### src/design/cpd_pkg.sv
// shared types and constants for the checksum packet deframer
package cpd_pkg;

    localparam logic [15:0] SYNC_WORD_RESET = 16'hFEFF;
    localparam logic        SIGN_EXT_RESET  = 1'b1;
    localparam logic [15:0] MIN_LENGTH      = 16'd4;

    localparam logic REG_SYNC_WORD = 1'b0;
    localparam logic REG_SIGN_EXT  = 1'b1;

    localparam logic [1:0] STATUS_GOOD  = 2'd0;
    localparam logic [1:0] STATUS_BAD   = 2'd1;
    localparam logic [1:0] STATUS_SHORT = 2'd2;

    typedef enum logic [4:0] {
        PH_HUNT = 5'b00001,
        PH_CMD  = 5'b00010,
        PH_LEN  = 5'b00100,
        PH_SUM  = 5'b01000,
        PH_DATA = 5'b10000
    } phase_t;

    typedef struct packed {
        logic [15:0] sync_word;
        logic        sign_extend_bytes;
    } cfg_t;

    typedef struct packed {
        logic [7:0]  payload_byte;
        logic        payload_valid;
        logic        frame_end;
        logic [15:0] command;
        logic [1:0]  status;
    } result_t;

endpackage

### src/design/checksum_packet_deframer.sv
// top level: byte-stream deframer with sync hunt, length and additive checksum
// One byte is taken every clock cycle while s_tready is high, with no gaps between
// frames or bytes; the parser updates its frame state in the same cycle it takes a
// byte and any result is written into a two-entry output buffer, so s_tready drops
// only when both buffer entries hold results that the sink has not yet taken. While
// the sink keeps up, a payload byte is registered into the entry driving m_tdata;
// otherwise it waits behind the beat already in the buffer. The beat carrying the
// last payload byte (or the last checksum byte for an empty payload, or the second
// length byte for a length below 4) has m_tlast set and the status in m_tuser.
module checksum_packet_deframer (
    input  logic        aclk,
    input  logic        aresetn,
    input  logic        s_tvalid,
    output logic        s_tready,
    input  logic [7:0]  s_tdata,   // [7:0] in_byte
    output logic        m_tvalid,
    input  logic        m_tready,
    output logic [23:0] m_tdata,   // [7:0] payload_byte, [23:8] command
    output logic        m_tlast,
    output logic [2:0]  m_tuser,   // [0] payload_valid, [2:1] status
    input  logic        psel,
    input  logic        penable,
    input  logic        pwrite,
    input  logic [2:0]  paddr,
    input  logic [31:0] pwdata,
    output logic [31:0] prdata,
    output logic        pready
);

    cpd_pkg::cfg_t    cfg_reg;
    cpd_pkg::result_t res;
    cpd_pkg::result_t out_res;
    logic             res_valid;
    logic             step;
    logic             cfg_write;

    assign pready    = 1'b1;
    assign cfg_write = psel && penable && pwrite && pready;
    assign step      = s_tvalid && s_tready;

    always_ff @(posedge aclk) begin
        if (!aresetn) begin
            cfg_reg.sync_word         <= cpd_pkg::SYNC_WORD_RESET;
            cfg_reg.sign_extend_bytes <= cpd_pkg::SIGN_EXT_RESET;
        end else if (cfg_write) begin
            unique case (paddr[2])
                cpd_pkg::REG_SYNC_WORD: cfg_reg.sync_word         <= pwdata[15:0];
                cpd_pkg::REG_SIGN_EXT:  cfg_reg.sign_extend_bytes <= pwdata[0];
                default: ;
            endcase
        end
    end

    always_comb begin
        unique case (paddr[2])
            cpd_pkg::REG_SYNC_WORD: prdata = {16'd0, cfg_reg.sync_word};
            cpd_pkg::REG_SIGN_EXT:  prdata = {31'd0, cfg_reg.sign_extend_bytes};
            default:                prdata = 32'd0;
        endcase
    end

    cpd_parser u_parser (
        .aclk      (aclk),
        .aresetn   (aresetn),
        .step      (step),
        .in_byte   (s_tdata),
        .cfg       (cfg_reg),
        .res_valid (res_valid),
        .res       (res)
    );

    cpd_skid u_skid (
        .aclk      (aclk),
        .aresetn   (aresetn),
        .in_valid  (res_valid),
        .in_data   (res),
        .in_ready  (s_tready),
        .out_valid (m_tvalid),
        .out_data  (out_res),
        .out_ready (m_tready)
    );

    assign m_tdata = {out_res.command, out_res.payload_byte};
    assign m_tlast = out_res.frame_end;
    assign m_tuser = {out_res.status, out_res.payload_valid};

    // input stalls only while results are waiting
    a_stall_has_output: assert property (@(posedge aclk) disable iff (!aresetn)
        !s_tready |-> m_tvalid)
        else $error("input stalled with no pending result");

    // a nonzero status only on the closing beat
    a_status_at_end: assert property (@(posedge aclk) disable iff (!aresetn)
        m_tvalid && !m_tlast |-> m_tuser[2:1] == cpd_pkg::STATUS_GOOD)
        else $error("status set on a beat that does not close a frame");

    // a beat without payload closes a frame and carries a zero byte
    a_no_payload_end: assert property (@(posedge aclk) disable iff (!aresetn)
        m_tvalid && !m_tuser[0] |-> m_tlast && m_tdata[7:0] == 8'd0)
        else $error("beat without payload is not a frame end");

    // short-length status never comes with a payload byte
    a_short_no_payload: assert property (@(posedge aclk) disable iff (!aresetn)
        m_tvalid && m_tuser[2:1] == cpd_pkg::STATUS_SHORT |-> !m_tuser[0])
        else $error("short-length status on a payload beat");

endmodule

### src/design/cpd_parser.sv
// frame parser: sync hunt, header capture, payload checksum
module cpd_parser (
    input  logic              aclk,
    input  logic              aresetn,
    input  logic              step,
    input  logic [7:0]        in_byte,
    input  cpd_pkg::cfg_t     cfg,
    output logic              res_valid,
    output cpd_pkg::result_t  res
);

    cpd_pkg::phase_t phase_reg, phase_next;
    logic        last_low_reg, last_low_next;
    logic [1:0]  idx_reg, idx_next;
    logic [15:0] cmd_reg, cmd_next;
    logic [15:0] len_reg, len_next;
    logic [31:0] exp_reg, exp_next;
    logic [31:0] sum_reg, sum_next;
    logic [15:0] remain_reg, remain_next;

    logic [15:0] len_full;
    logic [31:0] exp_full;
    logic [31:0] addend;
    logic [31:0] sum_add;
    logic [15:0] remain_dec;

    assign len_full   = {in_byte, len_reg[7:0]};
    assign exp_full   = {in_byte, exp_reg[23:0]};
    assign addend     = {{24{cfg.sign_extend_bytes & in_byte[7]}}, in_byte};
    assign sum_add    = sum_reg + addend;
    assign remain_dec = remain_reg - 16'd1;

    always_comb begin
        phase_next    = phase_reg;
        last_low_next = last_low_reg;
        idx_next      = idx_reg;
        cmd_next      = cmd_reg;
        len_next      = len_reg;
        exp_next      = exp_reg;
        sum_next      = sum_reg;
        remain_next   = remain_reg;
        res_valid     = 1'b0;
        res.payload_byte  = 8'd0;
        res.payload_valid = 1'b0;
        res.frame_end     = 1'b0;
        res.command       = cmd_reg;
        res.status        = cpd_pkg::STATUS_GOOD;
        unique case (phase_reg)
            cpd_pkg::PH_HUNT: begin
                if (last_low_reg && in_byte == cfg.sync_word[15:8]) begin
                    last_low_next = 1'b0;
                    phase_next    = cpd_pkg::PH_CMD;
                    idx_next      = 2'd0;
                    cmd_next      = 16'd0;
                    len_next      = 16'd0;
                    exp_next      = 32'd0;
                    sum_next      = 32'd0;
                    remain_next   = 16'd0;
                end else begin
                    last_low_next = (in_byte == cfg.sync_word[7:0]);
                end
            end
            cpd_pkg::PH_CMD: begin
                if (idx_reg[0]) begin
                    cmd_next[15:8] = in_byte;
                    idx_next       = 2'd0;
                    phase_next     = cpd_pkg::PH_LEN;
                end else begin
                    cmd_next[7:0] = in_byte;
                    idx_next      = 2'd1;
                end
            end
            cpd_pkg::PH_LEN: begin
                if (idx_reg[0]) begin
                    len_next = len_full;
                    idx_next = 2'd0;
                    if (len_full < cpd_pkg::MIN_LENGTH) begin
                        phase_next    = cpd_pkg::PH_HUNT;
                        last_low_next = 1'b0;
                        res_valid     = 1'b1;
                        res.frame_end = 1'b1;
                        res.status    = cpd_pkg::STATUS_SHORT;
                    end else begin
                        phase_next = cpd_pkg::PH_SUM;
                    end
                end else begin
                    len_next[7:0] = in_byte;
                    idx_next      = 2'd1;
                end
            end
            cpd_pkg::PH_SUM: begin
                case (idx_reg)
                    2'd0:    exp_next[7:0]   = in_byte;
                    2'd1:    exp_next[15:8]  = in_byte;
                    2'd2:    exp_next[23:16] = in_byte;
                    default: exp_next[31:24] = in_byte;
                endcase
                idx_next = idx_reg + 2'd1;
                if (idx_reg == 2'd3) begin
                    remain_next = len_reg - cpd_pkg::MIN_LENGTH;
                    sum_next    = 32'd0;
                    if (len_reg == cpd_pkg::MIN_LENGTH) begin
                        phase_next    = cpd_pkg::PH_HUNT;
                        last_low_next = 1'b0;
                        res_valid     = 1'b1;
                        res.frame_end = 1'b1;
                        res.status    = (exp_full == 32'd0) ? cpd_pkg::STATUS_GOOD
                                                            : cpd_pkg::STATUS_BAD;
                    end else begin
                        phase_next = cpd_pkg::PH_DATA;
                    end
                end
            end
            cpd_pkg::PH_DATA: begin
                sum_next          = sum_add;
                remain_next       = remain_dec;
                res_valid         = 1'b1;
                res.payload_byte  = in_byte;
                res.payload_valid = 1'b1;
                if (remain_dec == 16'd0) begin
                    phase_next    = cpd_pkg::PH_HUNT;
                    last_low_next = 1'b0;
                    res.frame_end = 1'b1;
                    res.status    = (sum_add == exp_reg) ? cpd_pkg::STATUS_GOOD
                                                         : cpd_pkg::STATUS_BAD;
                end
            end
            default: begin
                phase_next    = cpd_pkg::PH_HUNT;
                last_low_next = 1'b0;
                idx_next      = 2'd0;
            end
        endcase
        if (!step) begin
            res_valid = 1'b0;
        end
    end

    always_ff @(posedge aclk) begin
        if (!aresetn) begin
            phase_reg    <= cpd_pkg::PH_HUNT;
            last_low_reg <= 1'b0;
            idx_reg      <= 2'd0;
            cmd_reg      <= 16'd0;
            len_reg      <= 16'd0;
            exp_reg      <= 32'd0;
            sum_reg      <= 32'd0;
            remain_reg   <= 16'd0;
        end else if (step) begin
            phase_reg    <= phase_next;
            last_low_reg <= last_low_next;
            idx_reg      <= idx_next;
            cmd_reg      <= cmd_next;
            len_reg      <= len_next;
            exp_reg      <= exp_next;
            sum_reg      <= sum_next;
            remain_reg   <= remain_next;
        end
    end

endmodule

### src/design/cpd_skid.sv
// two-entry result buffer between the parser and the output stream
module cpd_skid (
    input  logic              aclk,
    input  logic              aresetn,
    input  logic              in_valid,
    input  cpd_pkg::result_t  in_data,
    output logic              in_ready,
    output logic              out_valid,
    output cpd_pkg::result_t  out_data,
    input  logic              out_ready
);

    logic             main_valid_reg, main_valid_next;
    logic             skid_valid_reg, skid_valid_next;
    cpd_pkg::result_t main_data_reg, main_data_next;
    cpd_pkg::result_t skid_data_reg, skid_data_next;
    logic             take;

    assign in_ready  = !skid_valid_reg;
    assign out_valid = main_valid_reg;
    assign out_data  = main_data_reg;
    assign take      = main_valid_reg && out_ready;

    always_comb begin
        main_valid_next = main_valid_reg;
        skid_valid_next = skid_valid_reg;
        main_data_next  = main_data_reg;
        skid_data_next  = skid_data_reg;
        if (take) begin
            if (skid_valid_reg) begin
                main_data_next  = skid_data_reg;
                skid_valid_next = 1'b0;
            end else begin
                main_valid_next = 1'b0;
            end
        end
        if (in_valid) begin
            if (!main_valid_next) begin
                main_data_next  = in_data;
                main_valid_next = 1'b1;
            end else begin
                skid_data_next  = in_data;
                skid_valid_next = 1'b1;
            end
        end
    end

    always_ff @(posedge aclk) begin
        if (!aresetn) begin
            main_valid_reg <= 1'b0;
            skid_valid_reg <= 1'b0;
        end else begin
            main_valid_reg <= main_valid_next;
            skid_valid_reg <= skid_valid_next;
        end
    end

    always_ff @(posedge aclk) begin
        main_data_reg <= main_data_next;
        skid_data_reg <= skid_data_next;
    end

endmodule

### config.mk
export PLATFORM = sky130hd
export DESIGN_NAME = checksum_packet_deframer
export DESIGN_NICKNAME = d
export VERILOG_FILES = /design/src/design/cpd_pkg.sv /design/src/design/checksum_packet_deframer.sv /design/src/design/cpd_parser.sv /design/src/design/cpd_skid.sv
export SDC_FILE = /design/constraint.sdc
export NUM_CORES = 1
export LEC_CHECK = 0
export ABC_AREA = 1
export BUFFER_PORTS_ARGS = -buffer_cell sky130_fd_sc_hd__buf_2
export CAP_MARGIN = 20
export CORE_ASPECT_RATIO = 2
export CORE_MARGIN = 5
export CORE_UTILIZATION = 60
export CTS_BUF_LIST = sky130_fd_sc_hd__clkbuf_8 sky130_fd_sc_hd__clkbuf_16
export DETAILED_ROUTE_END_ITERATION = 10
export PLACE_DENSITY = 0.81
export SLEW_MARGIN = 20
export SYNTH_ARGS = -nofsm -noshare
export SYNTH_HDL_FRONTEND = slang
export SYNTH_SLANG_ARGS = --single-unit
export TNS_END_PERCENT = 5
### constraint.sdc
create_clock -name aclk -period 3.26 [get_ports aclk]
set_input_delay 0.326 -clock aclk [delete_from_list [all_inputs] [get_ports aclk]]
set_output_delay 0.326 -clock aclk [all_outputs]
set_load 0.02 [all_outputs]
==> metrics.md <==
| Metric | Value |
|---|---|
| Die width | 108.9 um |
| Non-Filler Instances | 2150 |
| Post-synth top area share | 28.46% |
| Post-CTS setup repair buffer count | 0 |
| Reg-to-Reg Start | cfg_reg[0] |
| Fmax | 325.0 MHz |
| Final RePlAce weighted congestion | 1.023 |
| Final Hold Vio Count | 0 |
| 1st-iter DRT viols | 807 |
| Hold Path End | cfg_reg[10] |
| Clock power frac | 24.5% |
| Family with the most delay on the worst path | simple AND/OR/NAND/NOR gates |
| Maxcap violations | 0 |
| CP max stage delay | 0.39 ns |
| Ports | 113 |
| Post-route setup slack | 0.1831 ns |
| Yosys reg bits | 195 |
| CP max FO | 10 |
| Distinct cells, synth | 57 |
| Max Clock Skew | 0.01248 ns |
| Predominant post-synthesis flop cell | dfxtp_1 |
| CTS tree | yes |
| Leak | 6.317 nW |
| WP data arrival | 3.27 ns |
| HP Class | in -> reg |
| Initial antenna violation count | 0 |
| First-pass GRT wire length | 59.84 mm |
| Area growth, synth to finish | 15.44% |
| Layout Utilization | 70.33% |
| Worst path cell trace | buf_12 -> nand2_2 -> inv_6 -> ha_2 -> nand2_1 -> nor2_2 -> inv_2 -> nor2_1 -> nand2_1 -> nand3_1 -> nand2_1 -> nand3_1 -> nor3b_2 -> nand3_1 -> nor2_1 -> nand3_1 -> nand2_1 -> nand2_1 |
| Status | finished, final reports clean |
| Top Layer Used | met4 |
| Root Driver | clkbuf_16 |
| Rows | 72 |
| Slew headroom | 58.69% |
| DRC violations left | 0 |
| Vias in the first global route | 11791 |
| P_int | 5.086 mW |
| Port bufs | 77 |
| Logic gate share of total power | 38.6% |
| First-pass DRT Iterations | 5 |
| Crit. End Element | flop |
| Overall Global Routing Usage | 34.62% |
| Hold Path Stages | 3 |
| Post-synth ARST share | 0% |
| P_sw | 3.750 mW |
| Antenna-violating nets left | 0 |
| Filler Cell Count | 1744 |
| Clk_lat worst skew | 0.46 ns |
| Global route overflow | 0 |
| DP Worst Slack | 0.009833 ns |
| Critical R2R Capture | u_skid.skid_data_reg[0] |
| Wl on met1 | 12.34 mm |
| Final Net Count | 1953 |
| H-tree depth | 4 |
| R2R cell count | 18 |
| Switching Share | 42.44% |
| CTS Buf Count | 17 |
| DR vias/cell | 5.627 |
| Slew Limit Fails | 0 |
| Vias | 12098 |
| CP dominant cell by count | nand2_1 |
| Critical-path top delay cell | ha_2 |
| Final worst path period share | 94.38% |
| Crit path kind | reg -> reg |
| Yosys Warn Count | 0 |
| Req. time, crit path | 3.46 ns |
| Clock buffer depth | 2 |
| Setup crit start | cfg_reg[0] |
| Core area | 19280 sq um |
| Period minus WS final | 3.077 ns |
| Mean Syn Cell Area | 6.677 sq um |
| Post-CTS sizing | 0 |
| DP Wirelength | 29.80 mm |
| Clock slew at reported path FFs | 0.08 ns |
| Synthesized instance count | 1759 |
| Worst hold margin | 0.08413 ns |
| CTS sink cnt | 195 |
| Power per cell area | 651.7 nW/um^2 |
| R2R setup slack | 0.18 ns |
| Hold wc startpoint | pwdata[9] |
| CTS hold repair buffers | 0 |
| Sequential element share of the synthesized area | 35.62% |
| Largest area contributor in the netlist | dfxtp_1 |
| Number of synthesized flops with an enable pin | 28 |
| Met2 routed WL | 20.01 mm |
| Die Ht | 207.9 um |
| Seq pwr share | 36.9% |
| Initial Utilization | 60.92% |
| Critical path launch point type | flop |
| Share of layout cells above drive strength 1 | 14.17% |
| Wire length on met3 | 2.006 mm |
| Post-Syn Area | 11750 sq um |
| Placed cells | 2118 |
| Routed WL | 38.72 mm |
| Top cells by area, synth | dfxtp_1 (28%), nand2_1 (15%), edfxtp_1 (7.2%) |
| Largest net degree at the start of global routing | 70 |
| Crit path buf inv count | 3 |
| Die area | 22640 sq um |
| Per-cell routed wire length | 18.01 um |
| VDD IR max | 0.8596 mV |
| Slew @ Worst Pin | 0.6140 ns |
| Final setup violation count | 0 |
| N_diodes | 0 |
## synth_stat cells (2+ instances only)
cell type  count
dfxtp_1      167
o21a_1         4
nor3b_1        2
a211oi_1       4
o22ai_1        7
o2111ai_1      2
xnor3_1        3
nor4_1        11
xnor2_1        7
nand2_1      469
nor3_1        13
and2_1         4
inv_1        215
nand3b_1       9
ha_1          24
o211ai_1       3
xor2_1        29
nand3_1      126
buf_2         13
nand2_2       14
a21oi_1      152
buf_4         19
a31oi_1        8
clkbuf_1      34
nand4_1       23
nor2_4         2
nand3_2        5
o21ai_0      106
nor2_2         7
inv_2         15
a22oi_1        3
nor2_1       177
o21ai_1        2
mux2i_1       27
edfxtp_1      28
buf_6          2
nor3_2         2
conb_1         2
## final cells by class
cell class / count / area (sq um) / area share (%)
multi-input combinational: 1279 / 6533 / 48.18
sequential: 195 / 4184 / 30.86
timing repair buffer: 154 / 1037 / 7.650
inverter: 231 / 872.1 / 6.432
clock buffer: 17 / 425.4 / 3.138
tap: 259 / 324.1 / 2.390
clock inverter: 15 / 182.7 / 1.347
## cells by family (layout without fill, tap and decap cells)
logic type	after synthesis	in the layout	share of synthesized area, %
buffers and inverters	300	417	10.46
XOR/XNOR	40	40	3.462
multiplexers	28	28	2.397
AO/OA/AOI/OAI	299	299	13.52
AND/OR/NAND/NOR	870	870	31.75
adder cells (fa/ha/maj)	25	25	2.727
other	2	17	0.06394
flip-flops	195	195	35.62
## worst register-to-register path: stages (launching register included)
cell	delay, ns
dfxtp_1	0.33
buf_12	0.14
nand2_2	0.11
inv_6	0.08
ha_2	0.40
nand2_1	0.10
nor2_2	0.16
inv_2	0.10
nor2_1	0.18
nand2_1	0.24
nand3_1	0.15
nand2_1	0.10
nand3_1	0.12
nor3b_2	0.20
nand3_1	0.10
nor2_1	0.10
nand3_1	0.11
nand2_1	0.08
nand2_1	0.04
## worst max path at each step
stage / end / cells after the start / slack [ns]
after detailed placement: u_skid.out_data[0] / 23 / 0.01
after floorplan: u_skid.skid_data_reg[0] / 10 / 0.28
after global routing: u_skid.skid_data_reg[0] / 21 / -0.02
after global placement: u_skid.out_data[0] / 23 / 0.02
after CTS: u_skid.skid_data_reg[0] / 16 / 0.07
final: u_skid.skid_data_reg[0] / 18 / 0.18
## power by group through the flow
stage	registers [mW]	logic, mW	clock network, mW
floorplan	3.39	2.21	0
global route	3.29	3.76	2.30
detailed placement	3.30	3.33	0
global placement	3.28	3.27	0
CTS	3.25	3.36	2.19
finish	3.26	3.41	2.17
## stage by stage
stage,setup TNS [ns],power [mW],area [sq um]
floorplan,0,5.600,11800
global placement,0,6.545,12810
detailed placement,0,6.625,12810
CTS,0,8.803,13420
global route,-0.02121,9.349,13560
finish,0,8.836,13560
## routing by layer
layer	track usage, %	vias to the layer above
li1	-	5907
met1	31.99	5546
met2	60.74	436
met3	6.598	209
met4	32.56	0
met5	0	-
## placed cells by master, fill, tap and decap left out, types with 7 or more instances in the layout
cell type,count
a21oi_1,149
a31oi_1,8
buf_2,77
buf_4,70
clkbuf_16,17
conb_1,17
dfxtp_1,167
edfxtp_1,28
ha_1,20
inv_1,215
inv_2,15
mux2i_1,27
nand2_1,459
nand2_2,24
nand3_1,123
nand3_2,8
nand3b_1,9
nand4_1,23
nor2_1,171
nor2_2,10
nor3_1,13
nor4_1,11
o21ai_0,104
o22ai_1,7
xnor2_1,7
xor2_1,27
Power figures use the tool's default switching activity.
